[config.mk]
export PLATFORM = sky130hd
export DESIGN_NAME = keyed_frame_deframer_descrambler
export DESIGN_NICKNAME = d
export VERILOG_FILES = /design/src/rtl/kfdd_pkg.sv /design/src/rtl/kfdd_descram.sv /design/src/rtl/kfdd_frame.sv /design/src/rtl/keyed_frame_deframer_descrambler.sv
export SDC_FILE = /design/constraint.sdc
export NUM_CORES = 1
export LEC_CHECK = 0
export BUFFER_PORTS_ARGS = -buffer_cell sky130_fd_sc_hd__buf_2
export CAP_MARGIN = 40
export CORE_ASPECT_RATIO = 1.4
export CORE_MARGIN = 2
export CORE_UTILIZATION = 29
export CTS_CLUSTER_DIAMETER = 50
export DETAILED_ROUTE_END_ITERATION = 12
export SLEW_MARGIN = 20
export SYNTH_ARGS = -nofsm -noshare
export SYNTH_HDL_FRONTEND = slang
export SYNTH_SLANG_ARGS = --single-unit
[constraint.sdc]
create_clock -name clk -period 6.23 [get_ports clk]
set_input_delay 0.623 -clock clk [delete_from_list [all_inputs] [get_ports clk]]
set_output_delay 0.623 -clock clk [all_outputs]
set_load 0.01 [all_outputs]
[src/rtl/kfdd_pkg.sv]
`timescale 1ns / 1ps
`default_nettype none
// ----------------------------------------------------------------------------
// kfdd_pkg
// Shared types and constants of the keyed frame deframer / descrambler.
// ----------------------------------------------------------------------------
package kfdd_pkg;

  localparam int unsigned BYTE_W  = 8;
  localparam int unsigned LEN_W   = 16;
  localparam int unsigned KIND_W  = 2;

  // Header is key byte plus 16-bit little-endian total length.
  localparam logic [LEN_W-1:0] HDR_BYTES    = 16'd3;
  localparam logic [LEN_W-1:0] MAX_BODY_RST = 16'd8192;

  typedef enum logic [KIND_W-1:0] {
    EV_DATA      = 2'd0,
    EV_EMPTY     = 2'd1,
    EV_TOO_LARGE = 2'd2
  } event_kind_t;

  // Header byte position while reading a header.
  localparam logic [1:0] HDR_KEY    = 2'd0;
  localparam logic [1:0] HDR_LEN_LO = 2'd1;
  localparam logic [1:0] HDR_LEN_HI = 2'd2;

  typedef struct packed {
    logic              valid;
    logic [BYTE_W-1:0] data_byte;
    logic [BYTE_W-1:0] msg_key;
    logic [LEN_W-1:0]  body_length;
    event_kind_t       event_kind;
    logic              last_of_message;
  } result_t;

endpackage
`default_nettype wire

[src/rtl/kfdd_descram.sv]
`timescale 1ns / 1ps
`default_nettype none
// ----------------------------------------------------------------------------
// kfdd_descram
// Per-byte descramble: out = (b ^ key ^ (len - i)) - (i ^ key), mod 256; key 0 passes b.
// ----------------------------------------------------------------------------
module kfdd_descram (
  input  wire logic [kfdd_pkg::BYTE_W-1:0] key,
  input  wire logic [kfdd_pkg::LEN_W-1:0]  body_len,
  input  wire logic [kfdd_pkg::LEN_W-1:0]  body_idx,
  input  wire logic [kfdd_pkg::BYTE_W-1:0] byte_in,
  output logic      [kfdd_pkg::BYTE_W-1:0] byte_out
);
  import kfdd_pkg::*;

  logic [LEN_W-1:0]  remain;
  logic [BYTE_W-1:0] mixed;

  always_comb begin
    remain = body_len - body_idx;
    mixed  = byte_in ^ key ^ remain[BYTE_W-1:0];
    // A zero key passes bytes through unchanged.
    if (key == '0) begin
      byte_out = byte_in;
    end else begin
      byte_out = mixed - (body_idx[BYTE_W-1:0] ^ key);
    end
  end

endmodule
`default_nettype wire

[src/rtl/kfdd_frame.sv]
`timescale 1ns / 1ps
`default_nettype none
// ----------------------------------------------------------------------------
// kfdd_frame
// Frame tracker: header parsing, length check, body indexing and result build.
// ----------------------------------------------------------------------------
module kfdd_frame (
  input  wire logic                        clk,
  input  wire logic                        rst_n,
  input  wire logic                        adv,
  input  wire logic [kfdd_pkg::BYTE_W-1:0] rx_byte,
  input  wire logic [kfdd_pkg::LEN_W-1:0]  max_body_size,
  output kfdd_pkg::result_t                res
);
  import kfdd_pkg::*;

  logic              in_body_r, in_body_nxt;
  logic [1:0]        header_count_r, header_count_nxt;
  logic [BYTE_W-1:0] frame_key_r, frame_key_nxt;
  logic [LEN_W-1:0]  frame_body_length_r, frame_body_length_nxt;
  logic [LEN_W-1:0]  body_index_r, body_index_nxt;

  logic [LEN_W-1:0]  total;
  logic [LEN_W-1:0]  body;
  logic [LEN_W:0]    idx_inc;
  logic [BYTE_W-1:0] plain;

  kfdd_descram u_descram (
    .key      (frame_key_r),
    .body_len (frame_body_length_r),
    .body_idx (body_index_r),
    .byte_in  (rx_byte),
    .byte_out (plain)
  );

  always_comb begin
    in_body_nxt           = in_body_r;
    header_count_nxt      = header_count_r;
    frame_key_nxt         = frame_key_r;
    frame_body_length_nxt = frame_body_length_r;
    body_index_nxt        = body_index_r;

    total   = {rx_byte, frame_body_length_r[BYTE_W-1:0]};
    body    = total - HDR_BYTES;
    idx_inc = {1'b0, body_index_r} + {{LEN_W{1'b0}}, 1'b1};

    res                 = '0;
    res.msg_key         = frame_key_r;
    res.event_kind      = EV_DATA;

    if (!in_body_r) begin
      if (header_count_r == HDR_KEY) begin
        frame_key_nxt    = rx_byte;
        res.msg_key      = rx_byte;
        header_count_nxt = HDR_LEN_LO;
      end else if (header_count_r == HDR_LEN_LO) begin
        frame_body_length_nxt = {{(LEN_W-BYTE_W){1'b0}}, rx_byte};
        header_count_nxt      = HDR_LEN_HI;
      end else begin
        frame_body_length_nxt = body;
        header_count_nxt      = HDR_KEY;
        body_index_nxt        = '0;
        if (total == HDR_BYTES) begin
          res.valid           = 1'b1;
          res.event_kind      = EV_EMPTY;
          res.last_of_message = 1'b1;
        end else if ((total < HDR_BYTES) || (body > max_body_size)) begin
          res.valid           = 1'b1;
          res.body_length     = body;
          res.event_kind      = EV_TOO_LARGE;
          res.last_of_message = 1'b1;
        end else begin
          in_body_nxt = 1'b1;
        end
      end
    end else begin
      res.valid       = 1'b1;
      res.data_byte   = plain;
      res.body_length = frame_body_length_r;
      body_index_nxt  = idx_inc[LEN_W-1:0];
      if (idx_inc >= {1'b0, frame_body_length_r}) begin
        res.last_of_message = 1'b1;
        in_body_nxt         = 1'b0;
        header_count_nxt    = HDR_KEY;
        body_index_nxt      = '0;
      end
    end

    // Only a request that advances out of the input register counts.
    res.valid = res.valid && adv;
  end

  always_ff @(posedge clk) begin
    if (!rst_n) begin
      in_body_r           <= 1'b0;
      header_count_r      <= HDR_KEY;
      frame_key_r         <= '0;
      frame_body_length_r <= '0;
      body_index_r        <= '0;
    end else if (adv) begin
      in_body_r           <= in_body_nxt;
      header_count_r      <= header_count_nxt;
      frame_key_r         <= frame_key_nxt;
      frame_body_length_r <= frame_body_length_nxt;
      body_index_r        <= body_index_nxt;
    end
  end

endmodule
`default_nettype wire

[src/rtl/keyed_frame_deframer_descrambler.sv]
`timescale 1ns / 1ps
`default_nettype none
// ----------------------------------------------------------------------------
// keyed_frame_deframer_descrambler
// Timing: the accepting edge loads the input register, and the result
//   register loads when that request advances. Throughput: 1 request per
//   cycle while out_stall does not hold the result register, set by the single
//   pass from input register through frame logic into the result register.
// Reset: synchronous active-low rst_n clears pipeline valids and frame state;
//   max_body_size returns to 8192.
// ----------------------------------------------------------------------------
module keyed_frame_deframer_descrambler (
  input  wire logic                        clk,
  input  wire logic                        rst_n,
  // input byte stream
  input  wire logic                        in_valid,
  output logic                             in_stall,
  input  wire logic [kfdd_pkg::BYTE_W-1:0] in_rx_byte,
  // result stream
  output logic                             out_valid,
  input  wire logic                        out_stall,
  output logic      [kfdd_pkg::BYTE_W-1:0] out_data_byte,
  output logic      [kfdd_pkg::BYTE_W-1:0] out_msg_key,
  output logic      [kfdd_pkg::LEN_W-1:0]  out_body_length,
  output logic      [kfdd_pkg::KIND_W-1:0] out_event_kind,
  output logic                             out_last_of_message,
  // configuration write
  input  wire logic                        cfg_valid,
  output logic                             cfg_ready,
  input  wire logic [kfdd_pkg::LEN_W-1:0]  cfg_max_body_size
);
  import kfdd_pkg::*;

  logic              s1_valid_r;
  logic [BYTE_W-1:0] s1_byte_r;
  logic [LEN_W-1:0]  max_body_size_r;
  logic              out_valid_r;
  result_t           out_r;
  result_t           res;
  logic              out_hold;
  logic              adv;
  logic              in_fire;

  // The result register holds while it is full and the sink stalls.
  assign out_hold = out_valid_r && out_stall;
  // Advance the input register's request into the frame logic when the
  // result register can take whatever it produces.
  assign adv      = s1_valid_r && !out_hold;
  // Take a new request whenever the input register is empty or advancing.
  assign in_stall = s1_valid_r && out_hold;
  assign in_fire  = in_valid && !in_stall;

  // Register always writable; user writes only while block idle, not enforced.
  assign cfg_ready = 1'b1;

  always_ff @(posedge clk) begin
    if (!rst_n) begin
      max_body_size_r <= MAX_BODY_RST;
    end else if (cfg_valid) begin
      max_body_size_r <= cfg_max_body_size;
    end
  end

  // Input register stage.
  always_ff @(posedge clk) begin
    if (!rst_n) begin
      s1_valid_r <= 1'b0;
    end else if (in_fire) begin
      s1_valid_r <= 1'b1;
    end else if (adv) begin
      s1_valid_r <= 1'b0;
    end
  end

  always_ff @(posedge clk) begin
    if (in_fire) begin
      s1_byte_r <= in_rx_byte;
    end
  end

  kfdd_frame u_frame (
    .clk           (clk),
    .rst_n         (rst_n),
    .adv           (adv),
    .rx_byte       (s1_byte_r),
    .max_body_size (max_body_size_r),
    .res           (res)
  );

  // Result register: load on advance, drop when the sink takes it.
  always_ff @(posedge clk) begin
    if (!rst_n) begin
      out_valid_r <= 1'b0;
    end else if (adv) begin
      out_valid_r <= res.valid;
    end else if (!out_stall) begin
      out_valid_r <= 1'b0;
    end
  end

  always_ff @(posedge clk) begin
    if (adv && res.valid) begin
      out_r <= res;
    end
  end

  assign out_valid           = out_valid_r;
  assign out_data_byte       = out_r.data_byte;
  assign out_msg_key         = out_r.msg_key;
  assign out_body_length     = out_r.body_length;
  assign out_event_kind      = out_r.event_kind;
  assign out_last_of_message = out_r.last_of_message;

endmodule
`default_nettype wire
# Yosys cells after proc, flatten, opt, wreduce, memory -nomap -nowiden
# Cells that the tools add are included.
[word_totals] reg_bits=104 output_inout_bits=38 wordCells=85
[op_classes] addsub=4 order_cmp=3 n_eq_ne=6 n_mux=35 n_bitwise=5 reduce_logical=17
[ops] cell="$mux W16" n=7
[ops] cell="$mux W19" n=3
[ops] cell="$mux W8" n=3
[ops] cell="$xor A8 B8 Y8" n=3
[ops] cell="$add A16 B1 Y17 const B" n=1
[ops] cell="$ge A17 B16 Y1" n=1
[ops] cell="$mux W1" n=17
[ops] cell="$eq A16 B2 Y1 const B" n=1
[ops] cell="$gt A16 B16 Y1" n=1
[ops] cell="$lt A16 B2 Y1 const B" n=1
[ops] cell="$sub A16 B2 Y16 const B" n=1
[ops] cell="$sub A8 B8 Y8" n=2
[ops] cell="$logic_not A8 Y1" n=1
[ops] cell="$mux W2" n=4
[ops] cell="$logic_and A1 B1 Y1" n=6
[ops] cell="$ne A2 B1 Y1 const B" n=3
[ops] cell="$reduce_and A3 Y1" n=2
[ops] cell="$reduce_or A4 Y1" n=1
[ops] cell="$mux W3" n=1
[ops] cell="$reduce_or A3 Y1" n=1
[ops] cell="$eq A2 B1 Y1 const B" n=1
[ops] cell="$logic_not A1 Y1" n=2
[ops] cell="$logic_not A2 Y1" n=1
[ops] cell="$ne A2 B2 Y1 const B" n=1
[ops] cell="other kinds (4)" n=5

# Depth between registers and ports, before layout
# Gate-level depths: netlist of run 1.
[depth] ltp_word=10 ltp_mapped=16 ltp_nobuf=16

# Modules after synthesis
# Synthesis of run 1 repeated with hierarchy kept, for this count alone.
[unflattened] cells_unflattened=694 hier_area_um2=6493.7
[by_module_without_submodules] mod="kfdd_frame" n_inst=1 cells_each=469 area_each_um2=3583.4
[by_module_without_submodules] mod="keyed_frame_deframer_descrambler" n_inst=1 cells_each=106 area_each_um2=2001.9
[by_module_without_submodules] mod="kfdd_descram" n_inst=1 cells_each=119 area_each_um2=908.4

# Least setup slack after synthesis of run 1
# No wires, ideal clock.
[synth_timing] path_type="reg2reg" start="register u_frame.frame_body_length_r[4]" end="register out_r, in the netlist out_body_length[0], enable pin" setup_ns=0.439 arrival_ns=4.270 path_slack_ns=1.521 stages_incl_launch_ff=13 path_buffers=0 period_less_slack_ns=4.709 cell_sequence="dfxtp_1 or4_4 nor3_4 nand3_2 nor4_4 xor2_2 ha_1 nand4_1 nor2_1 o311ai_0 o211ai_1 nand2b_1 a21oi_1"
[synth_between] elab_chain_len=10
[synth_lines] item="start, declared" line="kfdd_frame.sv:20" text="logic [LEN_W-1:0] frame_body_length_r, frame_body_length_nxt;"
[synth_lines] item="start signal, assigned" line="kfdd_frame.sv:104" text="frame_body_length_r <= frame_body_length_nxt;"
[synth_lines] item="$sub A16 B2 Y16" line="kfdd_frame.sv:44" text="body = total - HDR_BYTES;"
[synth_lines] item="$gt A16 B16 Y1" line="kfdd_frame.sv:67" text="end else if ((total < HDR_BYTES) || (body > max_body_size)) begin"
[synth_lines] item="$logic_or A1 B1 Y1" line="kfdd_frame.sv:67"
[synth_lines] item="$mux W1" line="kfdd_frame.sv:67"
[synth_lines] item="$mux W1 *" line="kfdd_frame.sv:63" text="if (total == HDR_BYTES) begin"
[synth_lines] item="$mux W1 *" line="kfdd_frame.sv:56" text="end else if (header_count_r == HDR_LEN_LO) begin"
[synth_lines] item="$mux W1 *" line="kfdd_frame.sv:52" text="if (header_count_r == HDR_KEY) begin"
[synth_lines] item="$mux W1 *" line="kfdd_frame.sv:51" text="if (!in_body_r) begin"
[synth_lines] item="$logic_and A1 B1 Y1 *" line="kfdd_frame.sv:90" text="res.valid = res.valid && adv;"
[synth_lines] item="$logic_and A1 B1 Y1 *" line="keyed_frame_deframer_descrambler.sv:102" text="if (adv && res.valid) begin"
[synth_lines] item="end signal, assigned" line="keyed_frame_deframer_descrambler.sv:103" text="out_r <= res;"
[synth_lines] item="end, declared" line="keyed_frame_deframer_descrambler.sv:38" text="result_t out_r;"
# Mark *: on every way between the ends. The rest lies on a longest branch, timed or not.
# A chain may end at the register's enable or synchronous reset.

# Worst setup path in the final report of run 1
[layout_timing] start="register u_frame.frame_body_length_r[0]" end="register out_r, in the netlist out_body_length[7], enable pin"
# Same word-level chain as after synthesis.

==> results.json, run 1 <==
{
  "leakage_uw": 0.00286,
  "grt_usage_pct": 14.7,
  "worst_pin_slew_ns": 0.785,
  "dieWidth_um": 129,
  "worstRegToRegCells": 13,
  "drt_wl_total_mm": 16.8,
  "cp_max_fo": 25,
  "status": "finished clean",
  "post_cts_buffers": 0,
  "setup_viol": 0,
  "slew_headroom_pct": 47.2,
  "drv_slew": 0,
  "dieArea_mm2": 0.0232,
  "syn_area_per_cell_um2": 9.26,
  "yosys.area_share.simple_pct": 19.1,
  "synthArstFlopShare_pct": 0,
  "synth_area_leaders": "edfxtp_1 20%, dfxtp_1 19%, ha_1 9.4%",
  "yosys_most_used_dff": "dfxtp_1",
  "ys_top_cells_by_count": "88 x nor2_1, 61 x dfxtp_1, 59 x nand2_1",
  "routedWlPerCell_um": 16.1,
  "synthMuxAreaShare_pct": 5.37,
  "synthAdderAreaFrac_pct": 10.0,
  "numCtsBuffers": 9,
  "via_per_inst": 4.81,
  "num_rows": 64,
  "crit_start": "u_frame.frame_body_length_r[0]",
  "hold_class": "input pin to flop",
  "htree_num_levels": 3,
  "drive_above_1_share_pct": 16.0,
  "fin_crit_sh_pct": 65.5,
  "clock_latency_ns": 0.36,
  "path_class": "flop to flop",
  "max_freq_mhz": 245,
  "maxCapViolations": 0,
  "ir_worst_vdd_mv": 0.119,
  "cts_sinks": 104,
  "netlist.area_leader.share_pct": 20.2,
  "period_minus_slack_ns": 4.08,
  "numPortBuffers": 65,
  "holdBufCountCts": 0,
  "die_h_um": 180,
  "synth-edff-count": 43,
  "clockBufferDepth": 2,
  "yosysMostFrequentCell": "nor2_1",
  "grt-ovfl-total": 0,
  "grt_pass1_vias": 4901,
  "initial_utilization_pct": 29.3,
  "grt_setup_unrepaired": "no",
  "clockRootBuffer": "clkbuf_16",
  "cp.required_ns": 6.25,
  "n_antenna_cell": 0,
  "end_kind": "flop",
  "yosys_warnings": 0,
  "ios": 67,
  "dp_hpwl_mm": 12.7,
  "final_antenna_net_count": 0,
  "synth_compound_area_share_pct": 12.3,
  "synth-seq-cells": 104,
  "synth_xor_area_share_pct": 8.28,
  "power_density_mw_per_mm2": 230,
  "start_kind": "flop",
  "drtIter0Drc": 335,
  "synth_top_family_by_area": "simple AND/OR/NAND/NOR gates",
  "endpoint": "out_body_length[7]",
  "nets": 817,
  "setup_tns_ns": 0,
  "coreArea_mm2": 0.0218,
  "syn_area_mm2": 0.00639,
  "rr_endpoint": "out_body_length[7]",
  "num_vias": 5007,
  "fin_util_pct": 33.5,
  "cp.arrival_ns": 4.10,
  "cts_tree": "built",
  "hold_viol": 0,
  "synth_top_area_cell": "edfxtp_1",
  "grt_max_degree": 45,
  "total_power_uw": 1680,
  "ys_types": 71,
  "r2r_start": "u_frame.frame_body_length_r[0]",
  "grt_pass1_wl_mm": 26.5,
  "drt-pass1-iter-count": 5,
  "path_clk_slew_ns": 0.08,
  "drc": 0,
  "skew_ns": 0.0160,
  "finalWeightedCongestion": 0.852,
  "ys_seq_area_share_pct": 39.3,
  "syn_inst": 690,
  "antenna_found_initial": 0,
  "post_cts_resized": 0,
  "syn_nets": 769,
  "area_growth_pct": 14.2,
  "rrSetupSlack_ns": 2.15
}
logic make-up after synthesis:
family                   count (synthesis)
AO/OA/AOI/OAI                          115
XOR/XNOR                                58
adder cells (fa/ha/maj)                 50
buffers and inverters                   86
flip-flops                             104
multiplexers                            33
other                                    1
AND/OR/NAND/NOR                        243
cells in the final DEF, fill, tap and decap left out, drive strengths merged, types with 3 or more instances in the layout:
cell,synthesis,final
nor2,89,89
buf,13,73
dfxtp,61,61
nand2,59,59
inv,49,51
ha,48,48
edfxtp,43,43
xnor2,41,41
a21oi,28,28
mux2i,23,23
nand3,23,23
nor3,19,19
o21ai,18,18
xor2,16,16
a21o,12,12
nand4,11,11
nor2b,10,10
mux2,10,10
o22ai,10,10
a22oi,9,9
clkbuf,23,9
nand2b,8,8
a211oi,7,7
and4,5,5
and3,4,4
o31ai,4,4
a221o,4,4
nor4,4,4
clkinvlp,0,3
or4,3,3
through the flow:
step           setup WS [ns]  hold slack, ns  std cells  instance area (µm²)
5_1_grt                 1.83           0.426       1040                 7290
3_5_place_dp            2.15           0.459       1024                 6990
4_1_cts                 2.12           0.424       1040                 7290
3_3_place_gp            2.22           0.441       1022                 6980
6_report                2.15           0.436       1040                 7290
2_1_floorplan           1.52           0.432        690                 6390
power by group:
group	leakage, µW	total, µW	internal, µW	switching [µW]
Clock	0.000139	583	316	267
Combinational	0.00185	333	147	186
Sequential	0.000870	759	731	28.2
critical path, stage by stage (launching register included):
cell,delay [ns]
dfxtp_1,0.40
ha_1,0.32
nor3_2,0.48
nand2_1,0.26
nor2_1,0.16
xor2_1,0.29
ha_1,0.19
nand4_1,0.21
nor2_1,0.15
o311ai_0,0.20
o211ai_1,0.14
nand2b_1,0.13
a21oi_4,0.38
buf_4,0.41
area by class of cell:
cell class	count	area, µm²
clock buffers	9	225
clock inverters	7	78.8
fillers	2318	14500
inverters	50	188
multi-input cells	500	3530
flip-flops and latches	104	2510
well taps	297	372
repair buffers	73	385
routing by layer:
| metal | track usage [%] | wire (µm) | vias up |
|---|---|---|---|
| li1 | - | - | 2508 |
| met1 | 17.8 | 7140 | 2372 |
| met3 | 1.96 | 617 | 24 |
| met2 | 25.6 | 8550 | 103 |
| met5 | 0 | 0 | - |
| met4 | 6.49 | 482 | 0 |
state kept, by name (all words and copies together) (netlist names):
register,cells
u_frame.frame_key_r,8
max_body_size_r,16
out_event_kind,2
u_frame.frame_body_length_r,16
out_valid,1
out_data_byte,8
s1_byte_r,8
u_frame.in_body_r,1
u_frame.body_index_r,16
out_msg_key,8
out_last_of_message,1
s1_valid_r,1
u_frame.header_count_r,2
out_body_length,16
how the worst min path moves through the flow:
stage | start | cells past startpoint | to | slack [ns]
final | in_rx_byte[6] | 1 | s1_byte_r[6] | 0.44
after global routing | in_rx_byte[6] | 1 | s1_byte_r[6] | 0.43
after CTS | in_rx_byte[6] | 1 | s1_byte_r[6] | 0.42
after detailed placement | u_frame.body_index_r[11] | 2 | u_frame.body_index_r[11] | 0.46
after global placement | u_frame.body_index_r[11] | 2 | u_frame.body_index_r[11] | 0.44
after floorplan | u_frame.body_index_r[11] | 2 | u_frame.body_index_r[11] | 0.43
Note: power is estimated with default switching activity, not from simulation.
==> inputs of run 2 (changes only) <==
Clock period 6.23 ns to 3.6 ns, I/O delays scaled along.
==> run 2 against run 1 <==
Compared with the run above:
- register-to-register slack got worse by 2.0 ns
- worst hold slack got worse by 0.26 ns
- design area increased by 5.6%
- via count increased by 3.6%
- combinational power increased by 95%
- maximum frequency increased by 20%
- critical path type unchanged
- highest routed layer unchanged
==> results.json, run 2 (same netlist as run 1, synthesis figures left out) <==
{
  "slew_headroom_pct": 48.6,
  "nets": 861,
  "coreArea_mm2": 0.0218,
  "path_class": "flop to flop",
  "power_density_mw_per_mm2": 377,
  "final_antenna_net_count": 0,
  "total_power_uw": 2900,
  "grt_usage_pct": 15.5,
  "antenna_found_initial": 0,
  "hold_viol": 0,
  "end_kind": "flop",
  "grt_pass1_vias": 5116,
  "layout.area.seq_mm2": 0.00251,
  "htree_num_levels": 3,
  "maxCapViolations": 0,
  "start_kind": "flop",
  "nFillCells": 2325,
  "drt_wl_total_mm": 17.5,
  "num_rows": 64,
  "hold_class": "input pin to flop",
  "area_growth_pct": 20.5,
  "skew_ns": 0.0116,
  "n_antenna_cell": 0,
  "place_area_mm2": 0.00730,
  "timing.hold.ws_ns": 0.172,
  "routedWlPerCell_um": 16.2,
  "grt_max_degree": 44,
  "status": "finished clean",
  "cts_sinks": 104,
  "dp_hpwl_mm": 13.3,
  "via_per_inst": 4.79,
  "dieArea_mm2": 0.0232,
  "initial_utilization_pct": 29.3,
  "period_minus_slack_ns": 3.41,
  "max_freq_mhz": 293,
  "clock_latency_ns": 0.36,
  "drt-pass1-iter-count": 4,
  "mostFrequentLayoutCell": "nor2_1",
  "path_clk_slew_ns": 0.07,
  "numPortBuffers": 65,
  "grt_setup_unrepaired": "yes",
  "worst_pin_slew_ns": 0.766,
  "drive_above_1_share_pct": 22.0,
  "clockRootBuffer": "clkbuf_16",
  "die_h_um": 180,
  "clockBufferDepth": 2,
  "cp_max_fo": 7,
  "dieWidth_um": 129,
  "drtIter0Drc": 403,
  "setup_viol": 0,
  "ios": 67,
  "finalWeightedCongestion": 0.889,
  "fin_crit_sh_pct": 94.7,
  "grt_pass1_wl_mm": 27.5,
  "cp.required_ns": 3.81,
  "grt-ovfl-total": 0,
  "drv_slew": 0,
  "multi_input_area_mm2": 0.00360,
  "numCtsBuffers": 9,
  "drc": 0,
  "num_vias": 5189,
  "leakage_uw": 0.00310,
  "setup_tns_ns": 0,
  "mostFrequentLayoutCells": "87 x nor2_1, 65 x buf_2, 60 x dfxtp_1, 59 x nand2_1, 49 x buf_4",
  "design_area_mm2": 0.00770,
  "cts_tree": "built",
  "ir_worst_vdd_mv": 0.251,
  "cp.arrival_ns": 3.62
}
==> run 2: cell count changes in the layout (fill, tap and decap cells not counted), sizes merged <==
cell	previous run	this run
clkinvlp	3	0
bufinv	1	0
buf	73	117
clkinv	2	3
inv	51	49
clkbuf	9	14
==> run 2: repair_timing <==
action                                 in CTS  in global routing
setup buffers                               0                  5
endpoints found under the hold margin       0                  0
hold buffers                                0                  0
setup endpoints to repair                   0                 33
resized for setup                           0                 14
==> run 2: report_power, final <==
group | switching [µW] | internal (µW)
Combinational | 355 | 294
Clock | 438 | 516
Sequential | 34.4 | 1270
==> run 2: path summary, 6_finish.rpt <==
kind,depth (start not counted),slack [ns],start,endpoint
worst max-delay path,13,0.19,u_frame.body_index_r[0],out_data_byte[7]
worst min register to register,2,0.46,u_frame.body_index_r[11],u_frame.body_index_r[11]
worst min-delay path,1,0.17,in_rx_byte[6],s1_byte_r[6]
worst max register to register,13,0.19,u_frame.body_index_r[0],out_data_byte[7]
==> run 2: through the flow <==
stage | std cells | setup WS (ns) | utilization, %
final | 1084 | 0.191 | 35.4
after floorplan | 690 | 0.0495 | -
after CTS | 1078 | 0.000876 | 34.8
after detailed placement | 1062 | 0.0544 | 33.5
after global routing | 1084 | -0.0249 | 35.4
after global placement | 1061 | 0.106 | 33.5
==> run 2: cell type report <==
type	count	share of cell area, %
tap	297	4.83
clock inverter	2	0.179
multi-input combinational	500	46.7
clock buffer	14	3.46
sequential	104	32.6
timing repair buffer	117	9.72
inverter	50	2.44
==> run 2: routing by layer <==
layer,track usage [%],wire (µm),vias up
met2,26.0,8670,123
met3,2.53,758,39
met5,0,0,-
li1,-,-,2600
met4,8.17,779,0
met1,18.8,7300,2427
==> run 2: critical path, stage by stage, from the launching register on <==
cell and delay [ns]:
dfxtp_2 0.42, ha_2 0.21, inv_1 0.05, fa_1 0.48, xnor2_2 0.17, xnor2_2 0.14, ha_1 0.29, nor2b_1 0.15
o2111ai_1 0.17, nand3_1 0.12, o41a_1 0.35, xnor3_1 0.38, a21oi_2 0.15, mux2i_1 0.19
==> inputs of run 3 (changes only) <==
Settings changed: CTS_BUF_LIST from default to sky130_fd_sc_hd__clkbuf_2 sky130_fd_sc_hd__clkbuf_4 sky130_fd_sc_hd__clkbuf_8.
==> run 3 against run 2 <==
Compared with the run above:
- non-clock buffer count stayed put
- global-route usage fell by 0.069 points
- design area fell by 1.0%
- utilization decreased by 0.36 points
- combinational power hardly changed
- die area unchanged
- largest cell class unchanged
==> results.json, run 3 (same netlist as run 1, synthesis figures left out) <==
{
  "drc": 0,
  "initial_utilization_pct": 29.3,
  "mostFrequentLayoutCells": "87 x nor2_1, 65 x buf_2, 60 x dfxtp_1, 59 x nand2_1, 49 x buf_4",
  "total_power_uw": 2710,
  "ir_worst_vdd_mv": 0.201,
  "worst_pin_slew_ns": 0.764,
  "final_antenna_net_count": 0,
  "coreArea_mm2": 0.0218,
  "nets": 861,
  "grt_setup_unrepaired": "yes",
  "period_minus_slack_ns": 3.40,
  "clockRootBuffer": "clkbuf_8",
  "max_freq_mhz": 294,
  "end_kind": "flop",
  "cp.required_ns": 3.75,
  "hold_viol": 0,
  "setup_tns_ns": 0,
  "busiest_layer": "met2",
  "cts_sinks": 104,
  "finalWeightedCongestion": 0.889,
  "numPortBuffers": 65,
  "hold_class": "input pin to flop",
  "cts_tree": "built",
  "setup_viol": 0,
  "grt_pass1_vias": 5095,
  "antenna_found_initial": 0,
  "path_clk_slew_ns": 0.10,
  "mostFrequentLayoutCell": "nor2_1",
  "drtIter0Drc": 395,
  "maxCapViolations": 0,
  "via_per_inst": 4.85,
  "dieWidth_um": 129,
  "grt_usage_pct": 15.4,
  "cp_max_fo": 4,
  "power_density_mw_per_mm2": 355,
  "routedWlPerCell_um": 16.1,
  "drt-pass1-iter-count": 5,
  "drive_above_1_share_pct": 22.5,
  "gr-usage-met2_pct": 25.8,
  "skew_ns": 0.0188,
  "num_vias": 5252,
  "die_h_um": 180,
  "dp.cells": 1062,
  "n_antenna_cell": 0,
  "path_class": "flop to flop",
  "area_growth_pct": 19.3,
  "holdBufCountCts": 0,
  "pre_cts_ws_ns": 0.0544,
  "fin_ws_ns": 0.201,
  "ios": 67,
  "dieArea_mm2": 0.0232,
  "grt_pass1_wl_mm": 27.5,
  "drv_slew": 0,
  "start_kind": "flop",
  "cp.arrival_ns": 3.55,
  "nFillCells": 2335,
  "slew_headroom_pct": 48.8,
  "clockBufferDepth": 2,
  "grt-ovfl-total": 0,
  "leakage_uw": 0.00307,
  "fin_crit_sh_pct": 94.4,
  "status": "finished clean",
  "grt_max_degree": 44,
  "use_met3_pct": 2.05,
  "numCtsBuffers": 9,
  "dp_hpwl_mm": 13.3,
  "htree_num_levels": 3,
  "timing.hold.ws_ns": 0.137,
  "drt_wl_total_mm": 17.4,
  "clock_latency_ns": 0.39,
  "use_met1_pct": 18.8,
  "final_cell_count_no_fill": 1084,
  "num_rows": 64
}
-- run 3: cell types whose count changed in the layout (fill, tap and decap cells not counted) --
| cell | before | now |
|---|---|---|
| clkbuf_8 | 0 | 9 |
| xnor2_2 | 2 | 3 |
| xnor2_1 | 39 | 38 |
| clkbuf_1 | 3 | 0 |
| bufinv_16 | 0 | 1 |
| clkbuf_16 | 10 | 0 |
| clkbuf_4 | 0 | 3 |
-- run 3: layout make-up --
| type | count | area, µm² | area share (%) |
|---|---|---|---|
| flip-flops and latches | 104 | 2510 | 33.0 |
| clock buffers | 13 | 151 | 1.99 |
| inverters | 50 | 188 | 2.46 |
| repair buffers | 117 | 748 | 9.82 |
| well taps | 297 | 372 | 4.88 |
| clock inverters | 3 | 43.8 | 0.575 |
| multi-input cells | 500 | 3610 | 47.3 |
-- run 3: final timing paths --
path	startpoint	end	slack [ns]	depth (start not counted)
max	u_frame.frame_body_length_r[4]	out_body_length[2]	0.20	14
min	in_rx_byte[6]	s1_byte_r[6]	0.14	1
max reg2reg	u_frame.frame_body_length_r[4]	out_body_length[2]	0.20	14
min reg2reg	u_frame.body_index_r[11]	u_frame.body_index_r[11]	0.46	2
-- run 3: worst max-delay path, stage by stage (launching register included) --
cell,delay [ns]
dfxtp_1,0.33
or4_4,0.56
nor3_4,0.17
buf_4,0.16
nand2_1,0.11
nor2_1,0.14
xor2_1,0.11
ha_1,0.33
nand4_1,0.14
nor4_1,0.37
nand2_1,0.19
nand2_1,0.17
nand4b_1,0.12
o21ai_0,0.09
buf_4,0.16
-- run 3: metal layers --
metal,routed length [µm],vias up
li1,-,2592
met4,839,0
met1,7250,2465
met3,775,42
met5,0,-
met2,8550,153
-- run 3: power breakdown --
group	internal (µW)	switching, µW
Clock	349	410
Sequential	1270	34.9
Combinational	295	353
-- run 3: what timing repair did --
item / 4_1_cts / 5_1_grt
endpoints found under the setup margin: 0 / 33
hold endpoints to repair: 0 / 0
resized for setup: 0 / 15
setup buffers: 0 / 5
-- run 3: through the flow --
stage | util, % | area, µm²
global placement | 33.5 | 7290
floorplan | - | 6400
CTS | 34.4 | 7500
finish | 35.0 | 7620
detailed placement | 33.5 | 7300
global route | 35.0 | 7620
